## src/rtl/core/dtb_pkg.sv

```systemverilog
package dtb_pkg;

	// tile geometry and grid
	localparam int TILE_W    = 16;
	localparam int TILE_H    = 16;
	localparam int X_TILES   = 32;
	localparam int Y_TILES   = 64;
	localparam int MASK_ROWS = 64;
	localparam int MASK_BITS = 32;

	localparam int WALK_ROWS = (Y_TILES < MASK_ROWS) ? Y_TILES : MASK_ROWS;
	localparam int WALK_COLS = (X_TILES < MASK_BITS) ? X_TILES : MASK_BITS;

	localparam int ROW_W  = $clog2(MASK_ROWS);
	localparam int COL_W  = $clog2(MASK_BITS);
	localparam int LINE_W = (TILE_H > 1) ? $clog2(TILE_H) : 1;
	localparam int PIX_W  = (TILE_W > 1) ? $clog2(TILE_W) : 1;
	localparam int FBL_W  = $clog2(MASK_ROWS * TILE_H);
	localparam int COLX_W = $clog2(MASK_BITS * TILE_W);

	// rows and columns that take part in the walk
	localparam logic [MASK_BITS-1:0] COL_KEEP = {MASK_BITS{1'b1}} >> (MASK_BITS - WALK_COLS);
	localparam logic [MASK_ROWS-1:0] ROW_KEEP = {MASK_ROWS{1'b1}} >> (MASK_ROWS - WALK_ROWS);

	// register reset values
	localparam logic [31:0] FB_BASE_RST = 32'hC000_0000;
	localparam logic [15:0] STRIDE_RST  = 16'd768;

	// request kinds
	localparam logic CMD_MASK  = 1'b0;
	localparam logic CMD_PIXEL = 1'b1;

	// one pixel request handed to the address pipeline
	typedef struct packed {
		logic [FBL_W-1:0]  fb_line;
		logic [COLX_W-1:0] colx;
		logic [31:0]       pixel;
		logic              done;
		logic              overrun;
	} blit_item_t;

	// mask ram access: one write and one read port
	typedef struct packed {
		logic                 we;
		logic [ROW_W-1:0]     waddr;
		logic [MASK_BITS-1:0] wdata;
		logic                 re;
		logic [ROW_W-1:0]     raddr;
	} mask_req_t;

	// lowest set column of a row mask
	function automatic logic [COL_W-1:0] lowest_col(input logic [MASK_BITS-1:0] m);
		logic [COL_W-1:0] idx;
		idx = '0;
		for (int i = MASK_BITS - 1; i >= 0; i--) begin
			if (m[i]) idx = COL_W'(i);
		end
		return idx;
	endfunction

	// lowest set row of a row vector
	function automatic logic [ROW_W-1:0] lowest_row(input logic [MASK_ROWS-1:0] m);
		logic [ROW_W-1:0] idx;
		idx = '0;
		for (int i = MASK_ROWS - 1; i >= 0; i--) begin
			if (m[i]) idx = ROW_W'(i);
		end
		return idx;
	endfunction

	// a row has work when it is in the grid and has a walked column marked
	function automatic logic row_live(input logic [ROW_W-1:0] row,
			input logic [MASK_BITS-1:0] mask);
		return ROW_KEEP[row] && (|(mask & COL_KEEP));
	endfunction

endpackage

```

## src/rtl/core/dtb_mask_store.sv

```systemverilog
module dtb_mask_store import dtb_pkg::*; (
	input  logic                 clk,
	input  logic                 arst_n,
	input  mask_req_t            req,
	output logic [MASK_BITS-1:0] rdata,
	output logic [MASK_ROWS-1:0] live
);

	logic [MASK_BITS-1:0] mem [MASK_ROWS];
	logic [MASK_BITS-1:0] rdata_q;
	logic [MASK_ROWS-1:0] live_q;

	// change mask ram, registered read
	always_ff @(posedge clk) begin
		if (req.we) mem[req.waddr] <= req.wdata;
		if (req.re) rdata_q <= mem[req.raddr];
	end

	// per-row work flags, a row only reads the ram once it is flagged
	always_ff @(posedge clk or negedge arst_n) begin
		if (!arst_n) begin
			live_q <= '0;
		end else if (req.we) begin
			live_q[req.waddr] <= row_live(req.waddr, req.wdata);
		end
	end

	assign rdata = rdata_q;
	assign live  = live_q;

endmodule

```

## src/rtl/core/dtb_walker.sv

```systemverilog
module dtb_walker import dtb_pkg::*; (
	input  logic                 clk,
	input  logic                 arst_n,
	input  logic                 in_valid,
	output logic                 in_ready,
	input  logic                 in_cmd,
	input  logic [ROW_W-1:0]     in_row,
	input  logic [31:0]          in_mask,
	input  logic [31:0]          in_pixel,
	input  logic                 item_ready,
	output logic                 item_valid,
	output blit_item_t           item,
	output mask_req_t            mreq,
	input  logic [MASK_BITS-1:0] rdata,
	input  logic [MASK_ROWS-1:0] live
);

	logic [ROW_W-1:0]     row_q;
	logic [COL_W-1:0]     col_q;
	logic [LINE_W-1:0]    line_q;
	logic [PIX_W-1:0]     pix_q;
	logic                 fin_q;
	logic                 cur_ok_q;
	logic [MASK_BITS-1:0] rem_q;
	logic                 nxt_vld_q;
	logic [MASK_BITS-1:0] nxt_mask_q;
	logic                 rd_pend_q;
	logic                 rd_cur_q;

	logic [MASK_ROWS-1:0] nxt_bits;
	logic                 nxt_any;
	logic [ROW_W-1:0]     nxt_row;
	logic [MASK_ROWS-1:0] live_nx;
	logic                 pix_last;
	logic                 line_last;
	logic                 row_change;
	logic                 pix_ok;
	logic                 acc;
	logic                 load;
	logic                 pix;
	logic                 issue_cur;
	logic                 issue_nxt;

	// next flagged row below the current one
	assign nxt_bits = live & (({MASK_ROWS{1'b1}} << row_q) << 1);
	assign nxt_any  = |nxt_bits;
	assign nxt_row  = lowest_row(nxt_bits);

	// row flags as they stand after a mask load
	always_comb begin
		live_nx = live;
		live_nx[in_row] = row_live(in_row, in_mask);
	end

	// position in the tile
	assign pix_last   = (pix_q == PIX_W'(TILE_W - 1));
	assign line_last  = (line_q == LINE_W'(TILE_H - 1));
	assign row_change = pix_last && line_last && (rem_q == '0);

	// interlock: current row known, next row prefetched when this pixel leaves the row
	assign pix_ok   = fin_q || (cur_ok_q && (!row_change || !nxt_any || nxt_vld_q));
	assign in_ready = item_ready && pix_ok;
	assign acc      = in_valid && in_ready;
	assign load     = acc && (in_cmd == CMD_MASK);
	assign pix      = acc && (in_cmd == CMD_PIXEL);

	// mask ram reads: current row after a restart, then the next row ahead of time
	assign issue_cur = !fin_q && !cur_ok_q && !rd_pend_q && !load;
	assign issue_nxt = !fin_q && cur_ok_q && nxt_any && !nxt_vld_q && !rd_pend_q && !load;

	always_comb begin
		mreq.we    = load;
		mreq.waddr = in_row;
		mreq.wdata = in_mask & COL_KEEP;
		mreq.re    = issue_cur || issue_nxt;
		mreq.raddr = issue_cur ? row_q : nxt_row;
	end

	// pixel request for the address pipeline
	assign item_valid = pix;
	always_comb begin
		item.fb_line = FBL_W'(FBL_W'(row_q) * FBL_W'(TILE_H) + FBL_W'(line_q));
		item.colx    = COLX_W'(COLX_W'(col_q) * COLX_W'(TILE_W) + COLX_W'(pix_q));
		item.pixel   = in_pixel;
		item.done    = !fin_q && row_change && !nxt_any;
		item.overrun = fin_q;
	end

	// walk state
	always_ff @(posedge clk or negedge arst_n) begin
		if (!arst_n) begin
			row_q      <= '0;
			col_q      <= '0;
			line_q     <= '0;
			pix_q      <= '0;
			fin_q      <= 1'b1;
			cur_ok_q   <= 1'b0;
			rem_q      <= '0;
			nxt_vld_q  <= 1'b0;
			nxt_mask_q <= '0;
			rd_pend_q  <= 1'b0;
			rd_cur_q   <= 1'b0;
		end else begin
			// read data returns, dropped when a mask load restarts the walk
			if (rd_pend_q && !load) begin
				rd_pend_q <= 1'b0;
				if (rd_cur_q) begin
					col_q    <= lowest_col(rdata);
					rem_q    <= rdata & (rdata - MASK_BITS'(1));
					cur_ok_q <= 1'b1;
				end else begin
					nxt_mask_q <= rdata;
					nxt_vld_q  <= 1'b1;
				end
			end
			if (issue_cur || issue_nxt) begin
				rd_pend_q <= 1'b1;
				rd_cur_q  <= issue_cur;
			end
			// step through pixels, lines, tiles and rows
			if (pix && !fin_q) begin
				if (pix_last) begin
					pix_q <= '0;
					if (line_last) begin
						line_q <= '0;
						if (rem_q != '0) begin
							col_q <= lowest_col(rem_q);
							rem_q <= rem_q & (rem_q - MASK_BITS'(1));
						end else if (nxt_any) begin
							row_q     <= nxt_row;
							col_q     <= lowest_col(nxt_mask_q);
							rem_q     <= nxt_mask_q & (nxt_mask_q - MASK_BITS'(1));
							nxt_vld_q <= 1'b0;
						end else begin
							fin_q    <= 1'b1;
							row_q    <= '0;
							col_q    <= '0;
							cur_ok_q <= 1'b0;
						end
					end else begin
						line_q <= line_q + LINE_W'(1);
					end
				end else begin
					pix_q <= pix_q + PIX_W'(1);
				end
			end
			// mask load restarts the walk at the first flagged row
			if (load) begin
				row_q     <= (|live_nx) ? lowest_row(live_nx) : '0;
				col_q     <= '0;
				line_q    <= '0;
				pix_q     <= '0;
				fin_q     <= !(|live_nx);
				cur_ok_q  <= 1'b0;
				nxt_vld_q <= 1'b0;
				rd_pend_q <= 1'b0;
			end
		end
	end

`ifndef SYNTHESIS
	// never two reads in flight
	assert property (@(posedge clk) disable iff (!arst_n) rd_pend_q |-> !mreq.re)
		else $error("mask read issued while one is outstanding");

	// a real pixel only walks a row whose mask is loaded
	assert property (@(posedge clk) disable iff (!arst_n) (pix && !fin_q) |-> cur_ok_q)
		else $error("pixel taken before current row mask arrived");

	// crossing into a new row uses a prefetched mask
	assert property (@(posedge clk) disable iff (!arst_n)
		(pix && !fin_q && row_change && nxt_any) |-> nxt_vld_q)
		else $error("row change without prefetched mask");

	// walked row is always a flagged row
	assert property (@(posedge clk) disable iff (!arst_n)
		(cur_ok_q && !fin_q) |-> live[row_q])
		else $error("walking a row without work");

	// last pixel of the frame ends the walk
	assert property (@(posedge clk) disable iff (!arst_n)
		(pix && item.done && !load) |=> fin_q)
		else $error("frame end did not finish the walk");
`endif

endmodule

```

## src/rtl/core/dtb_addr_pipe.sv

```systemverilog
module dtb_addr_pipe import dtb_pkg::*; (
	input  logic        clk,
	input  logic        arst_n,
	input  logic [31:0] fb_base,
	input  logic [15:0] line_stride,
	input  logic        in_valid,
	output logic        in_ready,
	input  blit_item_t  in_item,
	output logic        out_valid,
	input  logic        out_ready,
	output logic [31:0] out_address,
	output logic [31:0] out_data,
	output logic        out_done,
	output logic        out_overrun
);

	logic        v_s1;
	blit_item_t  item_s1;
	logic        v_s2;
	logic [31:0] off_s2;
	logic [31:0] pixel_s2;
	logic        done_s2;
	logic        ovr_s2;
	logic        out_valid_q;
	logic [31:0] addr_q;
	logic [31:0] data_q;
	logic        done_q;
	logic        ovr_q;

	logic        out_go;
	logic        s2_go;
	logic        s1_go;

	// each stage moves when the one after it has room
	assign out_go   = !out_valid_q || out_ready;
	assign s2_go    = !v_s2 || out_go;
	assign s1_go    = !v_s1 || s2_go;
	assign in_ready = s1_go;

	// stage valids
	always_ff @(posedge clk or negedge arst_n) begin
		if (!arst_n) begin
			v_s1        <= 1'b0;
			v_s2        <= 1'b0;
			out_valid_q <= 1'b0;
		end else begin
			if (s1_go) v_s1 <= in_valid;
			if (s2_go) v_s2 <= v_s1;
			if (out_go) out_valid_q <= v_s2;
		end
	end

	// s1 capture, s2 line offset multiply, output base add
	always_ff @(posedge clk) begin
		if (s1_go && in_valid) item_s1 <= in_item;
		if (s2_go && v_s1) begin
			off_s2   <= 32'(item_s1.fb_line) * 32'(line_stride) + 32'(item_s1.colx);
			pixel_s2 <= item_s1.pixel;
			done_s2  <= item_s1.done;
			ovr_s2   <= item_s1.overrun;
		end
		if (out_go && v_s2) begin
			addr_q <= ovr_s2 ? 32'd0 : fb_base + {off_s2[29:0], 2'b00};
			data_q <= ovr_s2 ? 32'd0 : pixel_s2;
			done_q <= done_s2;
			ovr_q  <= ovr_s2;
		end
	end

	assign out_valid   = out_valid_q;
	assign out_address = addr_q;
	assign out_data    = data_q;
	assign out_done    = done_q;
	assign out_overrun = ovr_q;

endmodule

```

## src/rtl/core/delta_tile_blit_address_gen.sv

```systemverilog
// Delta-frame tile blitter address generator. Mask requests (tuser 0) store the change
// mask of one tile row and restart the walk at the first changed tile; pixel requests
// (tuser 1) then get one framebuffer write each, tiles taken top to bottom and left to
// right, each tile line by line, at fb_base + 4*((row*16+line)*line_stride + col*16 + x).
// The last pixel of the last changed tile carries frame_done; a pixel with no tile left
// comes out with overrun set and zero address and data. One request is taken per cycle
// while the write stream has room and the row masks are at hand; each result passes the
// s1, s2 and output registers. After a mask load that leaves a changed tile, no request
// is taken until the mask ram returns the first changed row; row crossings use a mask
// read ahead from the same ram, so 16x16 tiles never wait for it. The mask ram needs no
// clearing pass after reset. The user must write fb_base (address 0, reset 0xC0000000) and
// line_stride (address 4, reset 768) only while the block is idle; the block does not enforce it.
module delta_tile_blit_address_gen import dtb_pkg::*; (
	input  logic        clk,
	input  logic        arst_n,
	// configuration port
	input  logic        psel,
	input  logic        penable,
	input  logic        pwrite,
	input  logic [2:0]  paddr,
	input  logic [31:0] pwdata,
	output logic [31:0] prdata,
	output logic        pready,
	// request stream
	input  logic        s_tvalid,
	output logic        s_tready,
	input  logic [71:0] s_tdata,  // row_index[5:0], change_mask[37:6], pixel_word[69:38]
	input  logic        s_tuser,  // cmd
	// write stream
	output logic        m_tvalid,
	input  logic        m_tready,
	output logic [63:0] m_tdata,  // write_address[31:0], write_data[63:32]
	output logic [1:0]  m_tuser   // frame_done[0], overrun[1]
);

	localparam logic REG_FB_BASE = 1'b0;
	localparam logic REG_STRIDE  = 1'b1;

	logic [31:0]          fb_base_q;
	logic [15:0]          stride_q;
	logic                 reg_wr;
	logic                 reg_idx;

	logic                 item_ready;
	logic                 item_valid;
	blit_item_t           item;
	mask_req_t            mreq;
	logic [MASK_BITS-1:0] rdata;
	logic [MASK_ROWS-1:0] live;

	// register writes
	assign pready  = 1'b1;
	assign reg_wr  = psel && penable && pwrite && pready;
	assign reg_idx = paddr[2];

	always_ff @(posedge clk or negedge arst_n) begin
		if (!arst_n) begin
			fb_base_q <= FB_BASE_RST;
			stride_q  <= STRIDE_RST;
		end else if (reg_wr) begin
			unique case (reg_idx)
				REG_FB_BASE: fb_base_q <= pwdata;
				REG_STRIDE:  stride_q  <= pwdata[15:0];
				default: ;
			endcase
		end
	end

	// register reads
	always_comb begin
		unique case (reg_idx)
			REG_FB_BASE: prdata = fb_base_q;
			REG_STRIDE:  prdata = {16'd0, stride_q};
			default:     prdata = 32'd0;
		endcase
	end

	dtb_mask_store u_store (
		.clk    (clk),
		.arst_n (arst_n),
		.req    (mreq),
		.rdata  (rdata),
		.live   (live)
	);

	dtb_walker u_walker (
		.clk        (clk),
		.arst_n     (arst_n),
		.in_valid   (s_tvalid),
		.in_ready   (s_tready),
		.in_cmd     (s_tuser),
		.in_row     (s_tdata[5:0]),
		.in_mask    (s_tdata[37:6]),
		.in_pixel   (s_tdata[69:38]),
		.item_ready (item_ready),
		.item_valid (item_valid),
		.item       (item),
		.mreq       (mreq),
		.rdata      (rdata),
		.live       (live)
	);

	dtb_addr_pipe u_pipe (
		.clk         (clk),
		.arst_n      (arst_n),
		.fb_base     (fb_base_q),
		.line_stride (stride_q),
		.in_valid    (item_valid),
		.in_ready    (item_ready),
		.in_item     (item),
		.out_valid   (m_tvalid),
		.out_ready   (m_tready),
		.out_address (m_tdata[31:0]),
		.out_data    (m_tdata[63:32]),
		.out_done    (m_tuser[0]),
		.out_overrun (m_tuser[1])
	);

endmodule

```

## config.mk

```make
export PLATFORM = sky130hd
export DESIGN_NAME = delta_tile_blit_address_gen
export DESIGN_NICKNAME = d
export VERILOG_FILES = /design/src/rtl/core/dtb_pkg.sv /design/src/rtl/core/dtb_mask_store.sv /design/src/rtl/core/dtb_walker.sv /design/src/rtl/core/dtb_addr_pipe.sv /design/src/rtl/core/delta_tile_blit_address_gen.sv
export SDC_FILE = /design/constraint.sdc
export NUM_CORES = 2
export LEC_CHECK = 0
export BUFFER_PORTS_ARGS = -buffer_cell sky130_fd_sc_hd__buf_2
export CAP_MARGIN = 10
export CORE_MARGIN = 8
export CORE_UTILIZATION = 35
export CTS_CLUSTER_SIZE = 20
export DETAILED_ROUTE_END_ITERATION = 16
export GPL_TIMING_DRIVEN = 0
export PLACE_DENSITY = 0.5
export SLEW_MARGIN = 5
export SYNTH_ARGS = -nofsm -noshare
export SYNTH_HDL_FRONTEND = slang
export SYNTH_SLANG_ARGS = --single-unit
```

## constraint.sdc

```tcl
create_clock -name clk -period 19.1 [get_ports clk]
set_input_delay 0.955 -clock clk [delete_from_list [all_inputs] [get_ports clk]]
set_output_delay 0.955 -clock clk [all_outputs]
set_load 0.02 [all_outputs]
```

# Word level (Yosys, flattened, before mapping)
# Memory sizes are Yosys's and may differ from the RTL's. A register that Yosys moved wholly into a read port is not among the register bits.
# Index checks and enable logic that the tools add are counted.
# word_totals
register_bits	383
ram_bits	2048
rom_bits	64
inputBits	115
output_inout_bits	101
wordCells	401
memories	2
# classes
addsub	9
mul	1
n_lt_le_gt_ge	2
n_eq_ne	4
n_shift	1
muxes	286
bitwise	7
reduce_logical	59
# memory_table
memory	words	word_bits	rd	rd_ports_with_merged_regs	wr	line_no	text
u_store.mem	64	32	1	1	1	dtb_mask_store.sv:9	logic [MASK_BITS-1:0] mem [MASK_ROWS];
(name not given)	64	1	1	0	0	dtb_pkg.sv:74	return ROW_KEEP[row] && (|(mask & COL_KEEP));
# op_table
op	count
6-bit 2-to-1 mux	136
5-bit 2-to-1 mux	104
32-bit 2-to-1 mux	7
64-bit OR reduction	2
32-bit AND	3
32-bit by 1-bit subtractor with 32-bit output (second input constant)	3
64-bit AND	1
64-bit bitwise mux	1
32-bit case mux with 2 select lines	1
64-bit by 6-bit << shifter with 63-bit output (first input constant)	1
32-bit by 29-bit adder with 32-bit output	1
32-bit logical NOT	1
32-bit nonzero test	1
32-bit OR reduction	1
1-bit 2-to-1 mux	29
4-bit 2-to-1 mux	7
26-bit by 9-bit adder with 27-bit output	1
1-bit logical AND	26
10-bit by 16-bit multiplier with 26-bit output	1
1-bit logical NOT	11
10-bit by 4-bit adder with 10-bit output	1
9-bit by 4-bit adder with 9-bit output	1
4-bit by 1-bit adder with 4-bit output (second input constant)	2
4-bit == test (second input constant)	2
12 further kinds	25

# Logic depth before layout (Yosys ltp)
# logic_depth
ltp_word	72
ltp_mapped	24
depth_no_buf	23

# Modules after synthesis
# Synthesis repeated with hierarchy kept, for this count alone.
# unflattened
hier_cells	6476
area_unflattened_um2	108285.1
# modules_own_cells
module	n_inst	cells_per_inst	area_each_um2	seq_area_each_um2
dtb_mask_store	1	3512	81318.0	64061.4
dtb_addr_pipe	1	1165	13158.9	5480.3
dtb_walker	1	1659	11542.3	2203.4
delta_tile_blit_address_gen	1	140	2265.9	1206.2

# Worst setup path before layout
# Ideal clock, no wire load.
# synth_timing
path_type	reg-to-reg
from	register u_walker.rem_q[0]
to	register u_store.rdata_q[0] (netlist: u_store.rdata[0]) (read register of u_store.mem) (enable)
setup_time_ns	0.470
arrival_time_ns	5.836
required_time_ns	18.630
setup_slack_ns	12.794
path_stages_with_launch	13
path_buffers	1
synth_period_minus_slack_ns	6.306
path_cell_list	dfrtp_1 or4_4 or3_4 or3_4 or3_4 or2_4 a2111o_1 a21oi_2 nor3_1 buf_2 nor2_1 nand2_1 a211oi_1
# synth_lines
element	line_no	text
from (decl)	dtb_walker.sv:24	logic [MASK_BITS-1:0] rem_q;
from (signal assigned)	dtb_walker.sv:109	rem_q <= rdata & (rdata - MASK_BITS'(1));
from (signal assigned)	dtb_walker.sv:128	rem_q <= rem_q & (rem_q - MASK_BITS'(1));
from (signal assigned)	dtb_walker.sv:132	rem_q <= nxt_mask_q & (nxt_mask_q - MASK_BITS'(1));
to (decl)	dtb_mask_store.sv:10	logic [MASK_BITS-1:0] rdata_q;

# Final worst setup path
# layout_timing
from	register u_walker.row_q[3]
to	register u_store.rdata_q[29] (netlist: u_store.rdata[29]) (read register of u_store.mem), data pin
# layout_via
elab_chain_len	67
word_cells_on_any_way	83
cone_classes	shift (1); mux (65); bitwise (1); reduce/logical (16)
# layout_lines
element	line_no	text
from (decl)	dtb_walker.sv:18	logic [ROW_W-1:0] row_q;
from (signal assigned)	dtb_walker.sv:130	row_q <= nxt_row;
from (signal assigned)	dtb_walker.sv:149	row_q <= (|live_nx) ? lowest_row(live_nx) : '0;
64-bit by 6-bit << shifter with 63-bit output	dtb_walker.sv:45	assign nxt_bits = live & (({MASK_ROWS{1'b1}} << row_q) << 1);
64-bit AND	dtb_walker.sv:45	
6-bit 2-to-1 mux (64 in a row)	dtb_pkg.sv:66	if (m[i]) idx = ROW_W'(i);
6-bit 2-to-1 mux	dtb_walker.sv:76	mreq.raddr = issue_cur ? row_q : nxt_row;
# Parallel ways exist; a longest one is shown, timed or not.
# A chain may end at the register's enable or synchronous reset.

==> results_dict.tcl <==
set metrics [dict create \
    yosysTopAreaCell "edfxtp_1" \
    grt_pass1_wl_um 518000 \
    cts_setup_buffers 0 \
    cp_data_arrival_time_ns 9.57 \
    cp_top_family "simple AND/OR/NAND/NOR gates" \
    synth_top_area_frac 0.638 \
    synth_cell_types 90 \
    dieArea_um2 322000 \
    start_kind "flip-flop" \
    ys_seq_area_frac 0.686 \
    multi_input_area_um2 31400 \
    yosys_most_used_dff "edfxtp_1" \
    path_clk_slew_ns 0.06 \
    avgSynthCellArea_um2 13.7 \
    grt_antenna_before_repair 29 \
    post_cts_resized 0 \
    place_inst 12100 \
    start_util 0.351 \
    worst_hold_path_type "primary input to flip-flop" \
    clock_latency_ns 0.91 \
    status "complete, no violations" \
    cp_num_buf_inv 4 \
    end_kind "flip-flop" \
    die_y_um 567 \
    tightest_slew_ns 1.36 \
    port_buffers 208 \
    drv_slew 0 \
    cp_cell_sequence "buf_2 -> buf_2 -> nor4b_1 -> o22ai_1 -> o21ai_0 -> nand3_1 -> a311oi_1 -> o21ai_1 -> nand2_1 -> buf_2 -> clkbuf_1 -> mux2i_1 -> o22ai_1 -> or4_1 -> nor4_1 -> nand4_1" \
    drv_cap 0 \
    slew_headroom 0.0835 \
    cpPeakStageDelay_ns 1.10 \
    syn-num-nets 8094 \
    drc_errors 0 \
    crit_required_ns 19.47 \
    drt_wl_total_um 370000 \
    syn_inst 7755 \
    grt_max_degree 102 \
    period_minus_slack_ns 9.21 \
    fillCellCount 27800 \
    cp_max_fo 10 \
    clock_path_buffers 4 \
    clock-root-buffer "clkbuf_16" \
    finalHoldViolations 0 \
    layout_commonest_cell "edfxtp_1" \
    critPathMostFrequentCell "buf_2" \
    instances_no_fill 12600 \
    final_cell_mix "edfxtp_1 (2260), nand2_1 (1194), mux2i_1 (546)" \
    ys_async_sr_fraction 0.0824 \
    grt_usage 0.220 \
    setup_viol 0 \
    core_um2 303000 \
    gpl.final_weighted_congestion 0.901 \
    drt_pre_antenna_iters 6 \
    wire_per_inst_um 29.4 \
    drtIter0Drc 7982 \
    synth_edf_count 2260 \
    fmax_mhz 109 \
    rsz0062_at_grt "false" \
    htree_levels 5 \
    period_share 0.482 \
    num_vias 70700 \
    seq_area_um2 73000 \
    skew_ns 0.0684 \
    tns_ns 0 \
    detail_route.vias_per_cell 5.62 \
    slowest_stage "nor4_1" \
    synth_area_um2 106000 \
    tritoncts "yes" \
    ys_seq_elements 2463 \
    path_class "flip-flop to flip-flop" \
    clock_sink_count 2463 \
    area_delta_synth_final_pct 16.9 \
    postRouteAntennaNets 0 \
    drive_gt1_frac 0.134 \
    io_pins 216 \
    std_cell_rows 202 \
    holdBufCountCts 1 \
    globalRoute.totalOverflow 0 \
    hpwlAfterDp_um 262000 \
    yosys_warnings 0 \
    die_w_um 567 \
    fin_nets 8721 \
    cts_inserted_buffers 281 \
    first_global_vias 69000 \
    ys_top_cells_by_area "edfxtp_1 (64%), mux2i_1 (5.1%), dfrtp_1 (4.7%)" \
]
[cell usage after synthesis (all sizes together) (81+ instances only)]
master / count
o22ai: 258
dfrtp: 198
a21oi: 274
edfxtp: 2260
mux2: 135
mux2i: 546
o21ai: 197
nor2: 254
a32oi: 94
buf: 178
ha: 103
fa: 121
inv: 187
nor4: 81
and2: 81
nand3: 258
nand2: 1194
clkbuf: 282
a31oi: 220
[cells by family (layout without fill, tap and decap cells)]
group,count (synthesis),count (layout),synth area share
AO/OA/AOI/OAI,1380,1380,0.0845
XOR/XNOR,40,40,0.00329
buffers and inverters,647,1490,0.0252
flip-flops,2463,2463,0.686
other,1,7,0.0000353
adder cells (fa/ha/maj),224,224,0.0349
multiplexers,681,681,0.0657
AND/OR/NAND/NOR,2319,2319,0.100
[flip-flops by register name, summed over array words and instances, names as in the netlist, 16 cells and up]
signal / flops
u_pipe.out_address: 32
u_store.rdata: 32
u_pipe.pixel_s2: 32
u_store.live: 64
u_pipe.off_s2: 27
u_store.mem: 2048
u_pipe.out_data: 32
stride_q: 16
u_pipe.item_s1: 53
fb_base_q: 32
u_walker.rem_q: 32
u_walker.nxt_mask_q: 32
[metal layers]
metal / routed length, um / global-route usage / vias to the layer above / part of all wire
met4: 15600 / 0.0830 / 18 / 0.042
met2: 169000 / 0.352 / 3194 / 0.46
met1: 156000 / 0.303 / 36100 / 0.42
met3: 29500 / 0.0354 / 621 / 0.080
li1: - / - / 30700 / -
met5: 117 / 0 / - / 0.00032
[stage by stage]
step	hold WS [ns]	area [um2]	utilization	setup WS, ns
floorplan	0.400	106000	-	12.79
global placement	0.401	112000	0.371	8.96
detailed placement	0.405	115000	0.381	10.12
CTS	0.179	124000	0.410	10.08
global route	0.231	124000	0.411	10.07
finish	0.262	124000	0.411	9.89
[layout make-up]
type / count / area share
sequential: 2463 / 0.587
multi-input combinational: 4645 / 0.252
clock buffer: 353 / 0.0598
tap: 3978 / 0.0401
timing repair buffer: 344 / 0.0282
buffer: 460 / 0.0159
clock inverter: 146 / 0.0108
inverter: 187 / 0.00567
antenna: 6 / 0.000121
[final timing paths]
path                                         start             endpoint  slack [ns]  cells after the start
max in group asynchronous                   arst_n     u_store.live[61]       17.30                      4
worst max register to register   u_walker.row_q[3]    u_store.rdata[29]        9.89                     16
worst min-delay path                   s_tdata[68]   u_pipe.item_s1[32]        0.26                      1
min in group asynchronous                   arst_n        fb_base_q[25]        0.48                      2
worst min register to register  u_pipe.item_s1[14]  u_pipe.pixel_s2[12]        0.41                      0
worst max-delay path             u_walker.row_q[3]    u_store.rdata[29]        9.89                     16
[worst reg2reg max path: stages (launching register included)]
cell and delay [ns]:
dfrtp_1 0.46, buf_2 0.22, buf_2 0.23, nor4b_1 0.88, o22ai_1 0.28, o21ai_0 0.35, nand3_1 0.25, a311oi_1 0.91
o21ai_1 0.23, nand2_1 0.67, buf_2 0.40, clkbuf_1 0.92, mux2i_1 0.29, o22ai_1 0.10, or4_1 0.65, nor4_1 1.10
nand4_1 0.75
Power is left out: the tool's default activity adds up to more than one toggle a clock period on the data nets, which glitch-free logic cannot reach.
